### src/rtl/periodic_tick_scheduler_macros.svh
// ----------------------------------------------------------------------------
// periodic_tick_scheduler_macros
// Assertion helpers for the scheduler datapath. They sample on clk and are
// disabled while arst_n is low.
// ----------------------------------------------------------------------------
`ifndef PERIODIC_TICK_SCHEDULER_MACROS_SVH
`define PERIODIC_TICK_SCHEDULER_MACROS_SVH

// Same-cycle implication.
`define PTS_ASSERT_IMP(lbl, ante, cons) \
	lbl: assert property (@(posedge clk) disable iff (!arst_n) (ante) |-> (cons)) \
		else $error("pts assertion failed");

// Next-cycle implication.
`define PTS_ASSERT_NXT(lbl, ante, cons) \
	lbl: assert property (@(posedge clk) disable iff (!arst_n) (ante) |=> (cons)) \
		else $error("pts assertion failed");

`endif

### src/rtl/pts_pkg.sv
// ----------------------------------------------------------------------------
// pts_pkg
// Widths, codes and controller/datapath types for the periodic tick scheduler.
// ----------------------------------------------------------------------------
package pts_pkg;

	localparam int SLOTS_DEF = 16;
	localparam int MAX_OUT   = 16;

	localparam int OP_W   = 2;
	localparam int ID_W   = 16;
	localparam int PER_W  = 16;
	localparam int TIME_W = 32;
	localparam int ST_W   = 3;
	localparam int SLOT_W = 4;
	localparam int CD_W   = 17;

	localparam logic [OP_W-1:0] OP_POLL   = 2'd0;
	localparam logic [OP_W-1:0] OP_ADD    = 2'd1;
	localparam logic [OP_W-1:0] OP_REMOVE = 2'd2;

	localparam logic [ST_W-1:0] ST_FIRED   = 3'd0;
	localparam logic [ST_W-1:0] ST_ADDED   = 3'd1;
	localparam logic [ST_W-1:0] ST_PRESENT = 3'd2;
	localparam logic [ST_W-1:0] ST_FULL    = 3'd3;
	localparam logic [ST_W-1:0] ST_REMOVED = 3'd4;
	localparam logic [ST_W-1:0] ST_ABSENT  = 3'd5;
	localparam logic [ST_W-1:0] ST_NULL_ID = 3'd6;

	// Controller to datapath.
	typedef struct packed {
		logic cap;     // take the request in
		logic walk;    // sweep the slot table
		logic finish;  // resolve add or remove, write back
		logic flush;   // push the held result out as last
	} pts_cmd_t;

	// Datapath to controller.
	typedef struct packed {
		logic kind_walk;
		logic kind_null;
		logic walk_done;
		logic hold_v;
		logic out_free;
	} pts_sts_t;

endpackage

### src/rtl/pts_if.sv
// ----------------------------------------------------------------------------
// pts_if
// Valid/ready channels of the scheduler: request in, result out.
// ----------------------------------------------------------------------------
interface pts_req_if import pts_pkg::*; ();
	logic              valid;
	logic              ready;
	logic [OP_W-1:0]   op;
	logic [ID_W-1:0]   client_id;
	logic [PER_W-1:0]  period;
	logic [TIME_W-1:0] now_ms;

	modport source (output valid, output op, output client_id, output period,
		output now_ms, input ready);
	modport sink (input valid, input op, input client_id, input period,
		input now_ms, output ready);
endinterface

interface pts_res_if import pts_pkg::*; ();
	logic              valid;
	logic              ready;
	logic [ST_W-1:0]   status;
	logic [SLOT_W-1:0] slot;
	logic [ID_W-1:0]   fired_id;
	logic              last;

	modport source (output valid, output status, output slot, output fired_id,
		output last, input ready);
	modport sink (input valid, input status, input slot, input fired_id,
		input last, output ready);
endinterface

### src/rtl/pts_ctrl.sv
// ----------------------------------------------------------------------------
// pts_ctrl
// Sequencer: accept, sweep the table, resolve, flush the last result.
// ----------------------------------------------------------------------------
module pts_ctrl import pts_pkg::*; (
	input  logic     clk,
	input  logic     arst_n,
	input  logic     req_valid,
	input  pts_sts_t sts,
	output logic     req_ready,
	output pts_cmd_t cmd
);

	typedef enum logic [1:0] {
		S_IDLE,
		S_WALK,
		S_FINISH,
		S_FLUSH
	} state_t;

	state_t state_q;

	always_ff @(posedge clk or negedge arst_n) begin
		if (!arst_n) begin
			state_q <= S_IDLE;
		end else begin
			case (state_q)
				S_IDLE: begin
					if (req_valid) begin
						if (sts.kind_walk) begin
							state_q <= S_WALK;
						end else if (sts.kind_null) begin
							state_q <= S_FINISH;
						end
					end
				end
				S_WALK: begin
					if (sts.walk_done) begin
						state_q <= S_FINISH;
					end
				end
				S_FINISH: begin
					state_q <= S_FLUSH;
				end
				S_FLUSH: begin
					if (!sts.hold_v || sts.out_free) begin
						state_q <= S_IDLE;
					end
				end
				default: begin
					state_q <= S_IDLE;
				end
			endcase
		end
	end

	assign req_ready  = (state_q == S_IDLE);
	assign cmd.cap    = (state_q == S_IDLE) && req_valid;
	assign cmd.walk   = (state_q == S_WALK);
	assign cmd.finish = (state_q == S_FINISH);
	assign cmd.flush  = (state_q == S_FLUSH);

endmodule

### src/rtl/pts_dp.sv
// ----------------------------------------------------------------------------
// pts_dp
// Slot table memories, sweep pipeline, search trackers, result hold and
// output register.
// ----------------------------------------------------------------------------
`include "periodic_tick_scheduler_macros.svh"

module pts_dp import pts_pkg::*; #(
	parameter int SLOTS = SLOTS_DEF
) (
	input  logic              clk,
	input  logic              arst_n,
	input  pts_cmd_t          cmd,
	output pts_sts_t          sts,
	input  logic [OP_W-1:0]   req_op,
	input  logic [ID_W-1:0]   req_id,
	input  logic [PER_W-1:0]  req_period,
	input  logic [TIME_W-1:0] req_now,
	pts_res_if.source         rsp
);

	localparam int IW = (SLOTS > 1) ? $clog2(SLOTS) : 1;
	localparam int CW = $clog2(MAX_OUT + 1);
	localparam logic [IW-1:0] LAST_IDX = IW'(SLOTS - 1);

	// slot table
	logic [ID_W-1:0]  mem_id  [SLOTS];
	logic [PER_W-1:0] mem_per [SLOTS];
	logic [CD_W-1:0]  mem_cd  [SLOTS];
	logic [SLOTS-1:0] vld_ip_q;
	logic [SLOTS-1:0] vld_cd_q;

	// captured request
	logic [OP_W-1:0]   op_q;
	logic [ID_W-1:0]   id_q;
	logic [PER_W-1:0]  per_q;
	logic [TIME_W-1:0] last_time_q;

	// sweep
	logic [IW-1:0]    rd_addr_q;
	logic             rd_busy_q;
	logic             s1_v_q;
	logic [IW-1:0]    idx_s1;
	logic [ID_W-1:0]  id_s1;
	logic [PER_W-1:0] per_s1;
	logic [CD_W-1:0]  cd_s1;

	// search and fire count
	logic          found_q;
	logic [IW-1:0] found_idx_q;
	logic          free_q;
	logic [IW-1:0] free_idx_q;
	logic [CW-1:0] n_q;

	// held result
	logic            hold_v_q;
	logic [ST_W-1:0] hold_status_q;
	logic [IW-1:0]   hold_idx_q;
	logic [ID_W-1:0] hold_id_q;

	// output register
	logic              out_v_q;
	logic [ST_W-1:0]   out_status_q;
	logic [SLOT_W-1:0] out_slot_q;
	logic [ID_W-1:0]   out_id_q;
	logic              out_last_q;

	logic poll_q, addrm_q, out_free, fire_cand, emit, stall, step, rd_go, proc;
	logic                 id_we, per_we, cd_we;
	logic [IW-1:0]        wr_addr;
	logic [ID_W-1:0]      id_wd;
	logic [CD_W-1:0]      cd_wd;
	logic                 res_v;
	logic [ST_W-1:0]      res_status;
	logic [IW-1:0]        res_idx;
	logic [ID_W-1:0]      res_id;
	logic                 push_v;
	logic                 push_last;
	logic [IW+SLOT_W-1:0] hold_idx_ext;
	logic                 req_addrm;

	assign poll_q    = (op_q == OP_POLL);
	assign addrm_q   = (op_q == OP_ADD) || (op_q == OP_REMOVE);
	assign req_addrm = (req_op == OP_ADD) || (req_op == OP_REMOVE);
	assign out_free  = !out_v_q || rsp.ready;
	assign fire_cand = (cd_s1 <= CD_W'(1));
	assign emit      = s1_v_q && poll_q && fire_cand && (id_s1 != '0) && (n_q < CW'(MAX_OUT));
	assign stall     = emit && hold_v_q && !out_free;
	assign step      = cmd.walk && !stall;
	assign rd_go     = step && rd_busy_q;
	assign proc      = step && s1_v_q;

	assign sts.kind_walk = ((req_op == OP_POLL) && (req_now != last_time_q)) ||
		(req_addrm && (req_id != '0));
	assign sts.kind_null = req_addrm && (req_id == '0);
	assign sts.walk_done = !rd_busy_q && !s1_v_q;
	assign sts.hold_v    = hold_v_q;
	assign sts.out_free  = out_free;

	// final result of add, remove or null id
	always_comb begin
		res_v      = 1'b0;
		res_status = ST_NULL_ID;
		res_idx    = '0;
		res_id     = '0;
		if (addrm_q) begin
			res_v = 1'b1;
			if (id_q == '0) begin
				res_status = ST_NULL_ID;
			end else if (op_q == OP_ADD) begin
				res_id = id_q;
				if (found_q) begin
					res_status = ST_PRESENT;
					res_idx    = found_idx_q;
				end else if (free_q) begin
					res_status = ST_ADDED;
					res_idx    = free_idx_q;
				end else begin
					res_status = ST_FULL;
				end
			end else begin
				res_id = id_q;
				if (found_q) begin
					res_status = ST_REMOVED;
					res_idx    = found_idx_q;
				end else begin
					res_status = ST_ABSENT;
				end
			end
		end
	end

	// table write port
	always_comb begin
		id_we   = 1'b0;
		per_we  = 1'b0;
		cd_we   = 1'b0;
		wr_addr = idx_s1;
		id_wd   = id_q;
		cd_wd   = fire_cand ? {1'b0, per_s1} : (cd_s1 - CD_W'(1));
		if (proc && poll_q) begin
			cd_we = 1'b1;
		end else if (cmd.finish && (id_q != '0)) begin
			if (op_q == OP_ADD && !found_q && free_q) begin
				id_we   = 1'b1;
				per_we  = 1'b1;
				cd_we   = 1'b1;
				wr_addr = free_idx_q;
				cd_wd   = CD_W'(1);
			end else if (op_q == OP_REMOVE && found_q) begin
				id_we   = 1'b1;
				wr_addr = found_idx_q;
				id_wd   = '0;
			end
		end
	end

	always_ff @(posedge clk) begin
		if (id_we) begin
			mem_id[wr_addr] <= id_wd;
		end
		if (per_we) begin
			mem_per[wr_addr] <= per_q;
		end
		if (cd_we) begin
			mem_cd[wr_addr] <= cd_wd;
		end
	end

	always_ff @(posedge clk or negedge arst_n) begin
		if (!arst_n) begin
			vld_ip_q <= '0;
			vld_cd_q <= '0;
		end else begin
			if (id_we) begin
				vld_ip_q[wr_addr] <= 1'b1;
			end
			if (cd_we) begin
				vld_cd_q[wr_addr] <= 1'b1;
			end
		end
	end

	// registered read; an entry never written reads as zero
	always_ff @(posedge clk) begin
		if (rd_go) begin
			idx_s1 <= rd_addr_q;
			id_s1  <= vld_ip_q[rd_addr_q] ? mem_id[rd_addr_q] : '0;
			per_s1 <= vld_ip_q[rd_addr_q] ? mem_per[rd_addr_q] : '0;
			cd_s1  <= vld_cd_q[rd_addr_q] ? mem_cd[rd_addr_q] : '0;
		end
	end

	// request capture
	always_ff @(posedge clk) begin
		if (cmd.cap) begin
			op_q  <= req_op;
			id_q  <= req_id;
			per_q <= req_period;
		end
	end

	always_ff @(posedge clk or negedge arst_n) begin
		if (!arst_n) begin
			last_time_q <= '0;
			rd_addr_q   <= '0;
			rd_busy_q   <= 1'b0;
			s1_v_q      <= 1'b0;
			found_q     <= 1'b0;
			free_q      <= 1'b0;
			found_idx_q <= '0;
			free_idx_q  <= '0;
			n_q         <= '0;
		end else if (cmd.cap) begin
			if (req_op == OP_POLL) begin
				last_time_q <= req_now;
			end
			rd_addr_q <= '0;
			rd_busy_q <= sts.kind_walk;
			s1_v_q    <= 1'b0;
			found_q   <= 1'b0;
			free_q    <= 1'b0;
			n_q       <= '0;
		end else if (step) begin
			s1_v_q <= rd_busy_q;
			if (rd_go) begin
				rd_addr_q <= rd_addr_q + IW'(1);
				if (rd_addr_q == LAST_IDX) begin
					rd_busy_q <= 1'b0;
				end
			end
			if (proc && !poll_q) begin
				if (!found_q && id_s1 == id_q) begin
					found_q     <= 1'b1;
					found_idx_q <= idx_s1;
				end
				if (!free_q && id_s1 == '0) begin
					free_q     <= 1'b1;
					free_idx_q <= idx_s1;
				end
			end
			if (proc && emit) begin
				n_q <= n_q + CW'(1);
			end
		end
	end

	// results leave the hold stage one behind, so the final one can carry last
	assign push_last = cmd.flush;
	assign push_v    = hold_v_q && ((proc && emit) || (cmd.flush && out_free));

	always_ff @(posedge clk or negedge arst_n) begin
		if (!arst_n) begin
			hold_v_q <= 1'b0;
		end else if (cmd.finish && res_v) begin
			hold_v_q <= 1'b1;
		end else if (proc && emit) begin
			hold_v_q <= 1'b1;
		end else if (cmd.flush && out_free) begin
			hold_v_q <= 1'b0;
		end
	end

	always_ff @(posedge clk) begin
		if (cmd.finish && res_v) begin
			hold_status_q <= res_status;
			hold_idx_q    <= res_idx;
			hold_id_q     <= res_id;
		end else if (proc && emit) begin
			hold_status_q <= ST_FIRED;
			hold_idx_q    <= idx_s1;
			hold_id_q     <= id_s1;
		end
	end

	assign hold_idx_ext = {{SLOT_W{1'b0}}, hold_idx_q};

	always_ff @(posedge clk or negedge arst_n) begin
		if (!arst_n) begin
			out_v_q <= 1'b0;
		end else if (push_v) begin
			out_v_q <= 1'b1;
		end else if (rsp.ready) begin
			out_v_q <= 1'b0;
		end
	end

	always_ff @(posedge clk) begin
		if (push_v) begin
			out_status_q <= hold_status_q;
			out_slot_q   <= hold_idx_ext[SLOT_W-1:0];
			out_id_q     <= hold_id_q;
			out_last_q   <= push_last;
		end
	end

	assign rsp.valid    = out_v_q;
	assign rsp.status   = out_status_q;
	assign rsp.slot     = out_slot_q;
	assign rsp.fired_id = out_id_q;
	assign rsp.last     = out_last_q;

	`PTS_ASSERT_IMP(a_cap_hold_empty, cmd.cap, !hold_v_q)
	`PTS_ASSERT_IMP(a_finish_after_sweep, cmd.finish, !rd_busy_q && !s1_v_q)
	`PTS_ASSERT_IMP(a_rw_apart, cd_we && rd_go, wr_addr != rd_addr_q)
	`PTS_ASSERT_IMP(a_fire_cap, 1'b1, n_q <= CW'(MAX_OUT))
	`PTS_ASSERT_NXT(a_result_held, cmd.finish && addrm_q, hold_v_q)

endmodule

### src/rtl/periodic_tick_scheduler.sv
// ----------------------------------------------------------------------------
// periodic_tick_scheduler
// Table of periodic clients: add, remove and millisecond polls that fire
// each client whose countdown runs out, at most MAX_OUT per poll.
// ----------------------------------------------------------------------------
//
//   channel  dir  handshake      payload
//   req      in   valid / ready  op, client_id, period, now_ms
//   rsp      out  valid / ready  status, slot, fired_id, last
//
// One request is in flight at a time. A poll with a new time or an add or
// remove with a nonzero id sweeps the table one slot a cycle through the
// registered read port while rsp keeps up. A null-id request skips the
// sweep; a poll at an unchanged time or op three yields nothing.
// Reset clears the per-slot valid bits, so the table reads as empty at once.
// A stalled rsp holds the sweep only when a new fire meets a full hold stage,
// and holds the final flush until the output register frees; the next
// request is accepted while the last result still waits in rsp.
// ----------------------------------------------------------------------------
module periodic_tick_scheduler import pts_pkg::*; #(
	parameter int SLOTS = SLOTS_DEF
) (
	input  logic      clk,
	input  logic      arst_n,
	pts_req_if.sink   req,
	pts_res_if.source rsp
);

	pts_cmd_t cmd;
	pts_sts_t sts;

	// sequencer: decides when to take a request, sweep, resolve and flush
	pts_ctrl u_ctrl (
		.clk       (clk),
		.arst_n    (arst_n),
		.req_valid (req.valid),
		.sts       (sts),
		.req_ready (req.ready),
		.cmd       (cmd)
	);

	// datapath: slot table, sweep pipeline, result hold and output register
	pts_dp #(
		.SLOTS (SLOTS)
	) u_dp (
		.clk        (clk),
		.arst_n     (arst_n),
		.cmd        (cmd),
		.sts        (sts),
		.req_op     (req.op),
		.req_id     (req.client_id),
		.req_period (req.period),
		.req_now    (req.now_ms),
		.rsp        (rsp)
	);

endmodule

### src/flat_wrapper.sv
// flat-port wrapper written by rule: the top's interface ports become plain ports
module periodic_tick_scheduler_flat import pts_pkg::*;
#(
	parameter int SLOTS = SLOTS_DEF
)
  (clk, arst_n, req_valid, req_op, req_client_id, req_period, req_now_ms, req_ready, rsp_valid, rsp_status, rsp_slot, rsp_fired_id, rsp_last, rsp_ready);
  pts_req_if req_i ();
  pts_res_if rsp_i ();
  input  logic clk;
  input  logic arst_n;
  input wire logic [$bits(req_i.valid)-1:0] req_valid;
  input wire logic [$bits(req_i.op)-1:0] req_op;
  input wire logic [$bits(req_i.client_id)-1:0] req_client_id;
  input wire logic [$bits(req_i.period)-1:0] req_period;
  input wire logic [$bits(req_i.now_ms)-1:0] req_now_ms;
  output wire logic [$bits(req_i.ready)-1:0] req_ready;
  output wire logic [$bits(rsp_i.valid)-1:0] rsp_valid;
  output wire logic [$bits(rsp_i.status)-1:0] rsp_status;
  output wire logic [$bits(rsp_i.slot)-1:0] rsp_slot;
  output wire logic [$bits(rsp_i.fired_id)-1:0] rsp_fired_id;
  output wire logic [$bits(rsp_i.last)-1:0] rsp_last;
  input wire logic [$bits(rsp_i.ready)-1:0] rsp_ready;
  assign req_i.valid = req_valid;
  assign req_i.op = req_op;
  assign req_i.client_id = req_client_id;
  assign req_i.period = req_period;
  assign req_i.now_ms = req_now_ms;
  assign req_ready = req_i.ready;
  assign rsp_valid = rsp_i.valid;
  assign rsp_status = rsp_i.status;
  assign rsp_slot = rsp_i.slot;
  assign rsp_fired_id = rsp_i.fired_id;
  assign rsp_last = rsp_i.last;
  assign rsp_i.ready = rsp_ready;
  periodic_tick_scheduler #(.SLOTS(SLOTS)) u_core (.clk(clk), .arst_n(arst_n), .req(req_i), .rsp(rsp_i));
endmodule
### config.mk
export PLATFORM = sky130hd
export DESIGN_NAME = periodic_tick_scheduler_flat
export DESIGN_NICKNAME = d
export VERILOG_FILES = /design/src/rtl/pts_pkg.sv /design/src/rtl/pts_if.sv /design/src/rtl/pts_ctrl.sv /design/src/rtl/pts_dp.sv /design/src/rtl/periodic_tick_scheduler.sv /design/src/flat_wrapper.sv
export VERILOG_INCLUDE_DIRS = /design/src /design/src/rtl
export SDC_FILE = /design/constraint.sdc
export NUM_CORES = 1
export LEC_CHECK = 0
export ABC_AREA = 1
export CORE_UTILIZATION = 35
export CTS_CLUSTER_SIZE = 30
export DETAILED_ROUTE_END_ITERATION = 12
export DONT_BUFFER_PORTS = 1
export SLEW_MARGIN = 10
export SYNTH_ARGS = -nofsm -noshare
export SYNTH_HDL_FRONTEND = slang
export SYNTH_SLANG_ARGS = --single-unit
### constraint.sdc
create_clock -name clk -period 7.4 [get_ports clk]
set_input_delay 0.74 -clock clk [delete_from_list [all_inputs] [get_ports clk]]
set_output_delay 0.74 -clock clk [all_outputs]
set_load 0.1 [all_outputs]
; ---- Word-level counts from Yosys, hierarchy flattened
; Memories as Yosys holds them, arrays and structs flattened. A register that Yosys moved wholly into a read port is not among the register bits.
; Cells that the tools add are included.
[classes]
order_cmp = 5
add_sub_neg = 3
eq_ne = 14
reduce_logical = 73
n_bitwise = 3
mux = 84
[ops]
columns = operator, n
row1 = 16-bit 2-to-1 mux, 8
row2 = 17-bit 2-to-1 mux, 4
row3 = 4-bit 2-to-1 mux, 15
row4 = 16-bit logical NOT, 3
row5 = 16-bit nonzero test, 3
row6 = 1-bit 2-to-1 mux, 38
row7 = 32-bit != test, 1
row8 = 16-bit bitwise OR, 2
row9 = 1-bit logical AND, 27
row10 = 2-bit nonzero test, 9
row11 = "17-bit by 1-bit <= comparator with 1-bit output, second input constant", 1
row12 = "17-bit by 1-bit subtractor with 17-bit output, second input constant", 1
row13 = 16-bit == test, 1
row14 = 3-bit 2-to-1 mux, 5
row15 = 5-bit 2-to-1 mux, 3
row16 = 2-bit 2-to-1 mux, 7
row17 = 1-bit logical NOT, 12
row18 = 4-bit AND reduction, 3
row19 = "4-bit by 5-bit < comparator with 1-bit output, second input constant", 2
row20 = 3-bit AND reduction, 3
row21 = 1-bit binary-select mux with 4-bit select, 2
row22 = "2-bit == test, second input constant", 4
row23 = 2-bit case mux with 4 select lines, 1
row24 = "2-bit by 1-bit == test with 1-bit output, second input constant", 3
row25 = other kinds (14), 24
[word_totals]
memories = 3
inputBits = 70
word_cells = 210
reg_bits = 174
output_inout_bits = 26
ram_bits = 784
[memory_table]
columns = memory, words, word_bits, read_ports, rd_ports_with_merged_regs, wr, line_no
row1 = u_core.u_dp.mem_cd, 16, 17, 1, 1, 1, pts_dp.sv:29  ; logic [CD_W-1:0] mem_cd [SLOTS];
row2 = u_core.u_dp.mem_id, 16, 16, 1, 1, 1, pts_dp.sv:27  ; logic [ID_W-1:0] mem_id [SLOTS];
row3 = u_core.u_dp.mem_per, 16, 16, 1, 1, 1, pts_dp.sv:28  ; logic [PER_W-1:0] mem_per [SLOTS];

; ---- Longest topological paths before layout
[logic_depth]
ltp_word = 17
mapped_depth = 16

; ---- By module
; From an unflattened synthesis, not the netlist that was laid out.
[hier_totals]
hier_cells = 3242
hier_area_um2 = 40860.4
[modules_own_cells]
columns = module, area_each_um2, cells_per_inst, seq_area_each_um2, instances
row1 = pts_dp, 40636.5, 3208, 29743.5, 1
row2 = pts_ctrl, 224.0, 34, 50.0, 1

; ---- Least setup slack after synthesis
; No wires, ideal clock.
[synth_timing]
path_type = register to register
startpoint = register u_core.u_dp.out_v_q, in the netlist u_core.u_dp.rsp.valid
endpoint = register u_core.u_dp.rd_busy_q
stages_incl_launch_ff = 9
synth_period_minus_slack_ps = 4298
arrival_ps = 4166
path_slack_ps = 3102
setup_ps = 132
required_time_ps = 7268
cell_sequence = dfrtp_1 nand2_1 nor2_1 nand3_4 nand2_1 nor2_1 nand2_1 o21ai_0 a21oi_1
[synth_via]
elab_chain_cells = 9
elab_cells_between_ends = 10
classes_between = reduce/logical (10)
[synth_rtl]
columns = element, line_no
row1 = "start, declared", pts_dp.sv:62  ; logic out_v_q;
row2 = "start signal, assigned", pts_dp.sv:280  ; out_v_q <= 1'b0;
row3 = "start signal, assigned", pts_dp.sv:282  ; out_v_q <= 1'b1;
row4 = "start signal, assigned", pts_dp.sv:284  ; out_v_q <= 1'b0;
row5 = 1-bit logical NOT, pts_dp.sv:85  ; assign out_free = !out_v_q || rsp.ready;
row6 = 1-bit logical OR, pts_dp.sv:85
row7 = 1-bit logical NOT, pts_dp.sv:88  ; assign stall = emit && hold_v_q && !out_free;
row8 = 1-bit logical AND, pts_dp.sv:88
row9 = 1-bit logical NOT, pts_dp.sv:89  ; assign step = cmd.walk && !stall;
row10 = 1-bit logical AND, pts_dp.sv:89
row11 = 1-bit logical AND, pts_dp.sv:90  ; assign rd_go = step && rd_busy_q;
row12 = via u_core.u_dp.rd_go, pts_dp.sv:68  ; logic poll_q, addrm_q, out_free, fire_cand, emit, stall, step, rd_go, proc;
row13 = 2-bit nonzero test (no line), n/a
row14 = 3-bit AND reduction (no line), n/a
row15 = "end signal, assigned", pts_dp.sv:219  ; rd_busy_q <= sts.kind_walk;
row16 = "end, declared", pts_dp.sv:41  ; logic rd_busy_q;
; The timed path passes the listed nets, and every way through them passes these cells.
; A chain may end at the register's enable or synchronous reset.

; ---- Final worst setup path
[layout_timing]
startpoint = register u_core.u_dp.out_v_q, in the netlist u_core.u_dp.rsp.valid
endpoint = memory u_core.u_dp.mem_cd[4][10] (enable)
[layout_via]
elab_chain_cells = 11
elab_cells_between_ends = 12
classes_between = mux (4) / reduce/logical (8)
[layout_rtl]
columns = element, line_no
row1 = 1-bit logical NOT (*), pts_dp.sv:85
row2 = 1-bit logical OR (*), pts_dp.sv:85
row3 = 1-bit logical NOT (*), pts_dp.sv:88
row4 = 1-bit logical AND (*), pts_dp.sv:88
row5 = 1-bit logical NOT (*), pts_dp.sv:89
row6 = 1-bit logical AND (*), pts_dp.sv:89
row7 = 1-bit logical AND (*), pts_dp.sv:91  ; assign proc = step && s1_v_q;
row8 = 1-bit logical AND (*), pts_dp.sv:141  ; if (proc && poll_q) begin
row9 = 1-bit 2-to-1 mux, pts_dp.sv:141
row10 = 1-bit 2-to-1 mux, pts_dp.sv:165  ; if (cd_we) begin
row11 = 1-bit 2-to-1 mux (not written as such), pts_dp.sv:166  ; mem_cd[wr_addr] <= cd_wd;
row12 = "end, declared", pts_dp.sv:29
; Every way passes the cells marked *; elsewhere a longest branch is shown, timed or not.

==> impl_results.rst <==
.. list-table::
   :header-rows: 1

   * - Metric
     - Value
   * - Transition at the pin with the smallest max-transition slack
     - 1.22 ns
   * - Critical Path Stages
     - 10
   * - Number of warnings reported in the yosys synthesis log
     - 0
   * - Leading post-synthesis cells by cell area
     - sky130_fd_sc_hd__edfxtp_1 (67%), sky130_fd_sc_hd__o21ai_0 (5.8%), sky130_fd_sc_hd__dfrtp_1 (5.4%)
   * - Clock tree from TritonCTS
     - yes
   * - Placement Rows
     - 125
   * - Number of placed instances, taps included
     - 4615
   * - Worst flop-to-flop path startpoint
     - u_core.u_dp.rsp.valid$_DFFE_PN0P_
   * - Critical-path cell with the highest stage delay
     - sky130_fd_sc_hd__dfrtp_1
   * - Fraction of registers with async set/reset
     - 8.84%
   * - Number of storage elements in the synthesis netlist
     - 1007
   * - Clock transition at the registers of the reported paths
     - 0.06 ns
   * - Antenna Diode Count
     - 0
   * - Num ports
     - 96
   * - Cell family with most CP delay
     - simple AND/OR/NAND/NOR gates
   * - Initial core utilization
     - 35.3%
   * - Die Ht
     - 344 um
   * - TritonCTS sink count
     - 1007
   * - Number of antenna violations at the first check in global routing
     - 0
   * - Filler cells
     - 10812
   * - Max-cap violations
     - 0
   * - Final Hold Viols
     - 0
   * - Mapped cell area
     - 41000 um^2
   * - CTS Root Cell
     - sky130_fd_sc_hd__clkbuf_16
   * - Port buffer count
     - 0
   * - Remaining Overflow, GRT
     - 0
   * - Max Fclk
     - 0.244 GHz
   * - Fin crit share
     - 55.3%
   * - Worst setup skew after layout
     - 0.0180 ns
   * - RR Endpoint
     - u_core.u_dp.mem_cd[4][10]$_DFFE_PP_
   * - Power Density
     - 362 nW/um^2
   * - Number of nets in the layout
     - 3280
   * - Worst-path maximum fanout
     - 17
   * - Count of flip-flops with a built-in enable after synthesis
     - 918
   * - Layout Cells excl Fill
     - 4809
   * - CTS max path bufs
     - 3
   * - Total wire length
     - 98100 um
   * - Average routed wire per standard cell
     - 20.4 um
   * - Minimum clock period
     - 4.09 ns
   * - Hold crit path type
     - in -> reg
   * - Arrival time worst endpoint
     - 4.39 ns
   * - Worst reg2reg setup slack
     - 3.31 ns
   * - Pin count of the biggest net entering global routing
     - 232
   * - Setup repair after global routing missed its margin
     - no
   * - Synth Flop Type
     - sky130_fd_sc_hd__edfxtp_1
   * - Via count normalized by instance count
     - 5.18
   * - Total die area
     - 119000 um^2
   * - Utilization after layout
     - 39.3%
   * - Area share of the largest cell type after synthesis
     - 67.2%
   * - Post-Syn Nets
     - 3348
   * - Final count of pins violating max slew
     - 0
   * - Count of cells along the worst register-to-register path
     - 10
   * - Total area of multi-input combinational cells
     - 9630 um^2
   * - Seq/Total Area, Yosys
     - 72.7%
   * - Crit start category
     - flip-flop
   * - Buf/Inv on CP
     - 2
   * - Share of layout cells above drive strength 1
     - 9.25%
   * - Outcome
     - finished clean
   * - Hold path depth
     - 0
   * - Worst slew margin relative to its limit
     - 18.6%
   * - Max incr delay on CP
     - 0.93 ns
   * - Sequential cell area in the final layout
     - 29800 um^2
   * - Via count of the first global-routing pass
     - 24194
   * - Worst path required time
     - 7.69 ns
   * - Standard cell core area
     - 116000 um^2
   * - Yosys cell types
     - 47
   * - Clock latency on the worst-skew pair
     - 0.69 ns
   * - Final setup violation count
     - 0
   * - Detailed router's first-iteration violation count
     - 2189
   * - Leakage Power
     - 15.6 nW
   * - Crit path capture type
     - flip-flop
   * - Total vias in the final route
     - 24923
   * - Yosys top cell by area
     - sky130_fd_sc_hd__edfxtp_1
   * - First-pass GRT wire length
     - 148000 um
   * - Maximum resistive drop on vdd
     - 0.286 mV
   * - Post-Syn Area per Cell
     - 12.6 um^2
   * - DRC Markers
     - 0
   * - Detailed Routing Iterations Pass 1
     - 5
   * - Growth of design area from synthesis to finish
     - 11.5%
   * - Hold EP
     - u_core.u_dp.id_q[15]$_DFFE_PP_
   * - HPWL reported at the end of detailed placement
     - 54500 um
   * - Setup CP Type
     - reg -> reg
   * - Total clock buffers created by CTS
     - 103
   * - Sum Neg Setup Slack
     - 0 ns
   * - H-Tree Level Count
     - 3
   * - Cell Chain, Critical Path
     - nand2_1, nor2_1, nand3_4, nand4_4, nand2_1, inv_1, nor2_1, nor2_2, nand3_1, inv_1
   * - Horizontal extent of the die
     - 344 um
   * - Number of standard cells after synthesis
     - 3266
   * - Total global routing track utilization
     - 16.4%
   * - Start point of the worst min-delay path
     - req_client_id[15]
   * - Final ANT Viol Nets
     - 0
   * - Final GP Congestion
     - 0.807
   * - # Post-CTS Setup Buffers
     - 0
[worst register-to-register path, cell delays in order (launching register included)]
cell	delay, ns
sky130_fd_sc_hd__dfrtp_1	0.93
sky130_fd_sc_hd__nand2_1	0.23
sky130_fd_sc_hd__nor2_1	0.33
sky130_fd_sc_hd__nand3_4	0.14
sky130_fd_sc_hd__nand4_4	0.18
sky130_fd_sc_hd__nand2_1	0.12
sky130_fd_sc_hd__inv_1	0.07
sky130_fd_sc_hd__nor2_1	0.05
sky130_fd_sc_hd__nor2_2	0.64
sky130_fd_sc_hd__nand3_1	0.21
sky130_fd_sc_hd__inv_1	0.81
[report_power, final]
group	leakage, nW	switching, mW	internal [mW]	total (mW)
logic	4.64	2.71	1.00	3.71
registers	9.28	0.500	7.07	7.57
clock network	1.67	2.21	3.05	5.26
total	15.6	5.42	11.1	16.5
[final cells by class]
type	count	area share [%]
sequential	1007	65.2
multi-input combinational	1868	21.1
clock buffer	126	5.87
tap	1524	4.17
inverter	199	1.67
clock inverter	66	1.61
timing repair buffer	19	0.389
[logic make-up after synthesis]
| kind of cell | Yosys count | share of synthesized area, % |
|---|---|---|
| AO/OA/AOI/OAI | 749 | 10.5 |
| XOR/XNOR | 44 | 0.940 |
| adder cells (fa/ha/maj) | 12 | 0.366 |
| buffers and inverters | 391 | 3.95 |
| flip-flops | 1007 | 72.7 |
| multiplexers | 23 | 0.632 |
| AND/OR/NAND/NOR | 1040 | 10.9 |
[routing by layer]
layer  share of wire (%)  track usage [%]  wire length [um]  vias to the layer above
met1                  43             22.2             42400                    12410
met5                   0                0                 0                        -
li1                    -                -                 -                    11627
met3                 5.7             2.22              5620                      145
met4                 2.4             5.06              2370                        0
met2                  49             27.3             47700                      741
[cell usage in the layout (no fill, tap or decap), drive strengths merged, types with 50 or more instances in the layout]
cell / instances
inv: 201
o221ai: 80
o22ai: 128
edfxtp: 918
clkinv: 50
nor2: 512
nand3: 144
nand2: 353
clkbuf: 126
o21ai: 481
dfrtp: 89
[synth_stat cells (all sizes together), types with 29 or more instances]
master  instances
nor2          512
inv           194
xnor2          29
dfrtp          89
clkbuf        141
o21ai         481
o221ai         80
edfxtp        918
o22ai         128
a21oi          32
nand2         353
buf            51
nand3         144
[worst max path at each step]
stage / startpoint / endpoint
2_1_floorplan: u_core.u_dp.rsp.valid$_DFFE_PN0P_ / u_core.u_dp.rd_busy_q$_DFFE_PN0P_
3_3_place_gp: u_core.u_dp.rsp.valid$_DFFE_PN0P_ / u_core.u_dp.mem_cd[4][10]$_DFFE_PP_
3_5_place_dp: u_core.u_dp.rsp.valid$_DFFE_PN0P_ / u_core.u_dp.mem_cd[4][10]$_DFFE_PP_
4_1_cts: u_core.u_dp.rsp.valid$_DFFE_PN0P_ / u_core.u_dp.mem_cd[4][10]$_DFFE_PP_
5_1_grt: u_core.u_dp.rsp.valid$_DFFE_PN0P_ / u_core.u_dp.mem_cd[8][9]$_DFFE_PP_
6_report: u_core.u_dp.rsp.valid$_DFFE_PN0P_ / u_core.u_dp.mem_cd[4][10]$_DFFE_PP_
[flip-flops by register name (all words and copies together) (netlist names), 17 cells and up]
register	count
u_core.u_dp.cd_s1	17
u_core.u_dp.mem_per	256
u_core.u_dp.mem_cd	272
u_core.u_dp.mem_id	256
u_core.u_dp.last_time_q	32
[stage by stage]
step	cell area (um^2)	worst slack [ns]	total power [mW]	hold WS, ns
6_report	45700	3.31	16.5	0.153
5_1_grt	45700	3.14	17.3	0.120
4_1_cts	45700	3.30	16.6	0.100
3_5_place_dp	42200	3.31	11.4	0.406
3_3_place_gp	42200	3.35	11.3	0.402
2_1_floorplan	41000	3.10	10.2	0.400
[what timing repair did]
item | in CTS | in global routing
hold buffers | 2 | 0
hold endpoints to repair | 89 | 0
gates resized for setup | 0 | 0
Note: power is estimated with default switching activity, not from simulation.
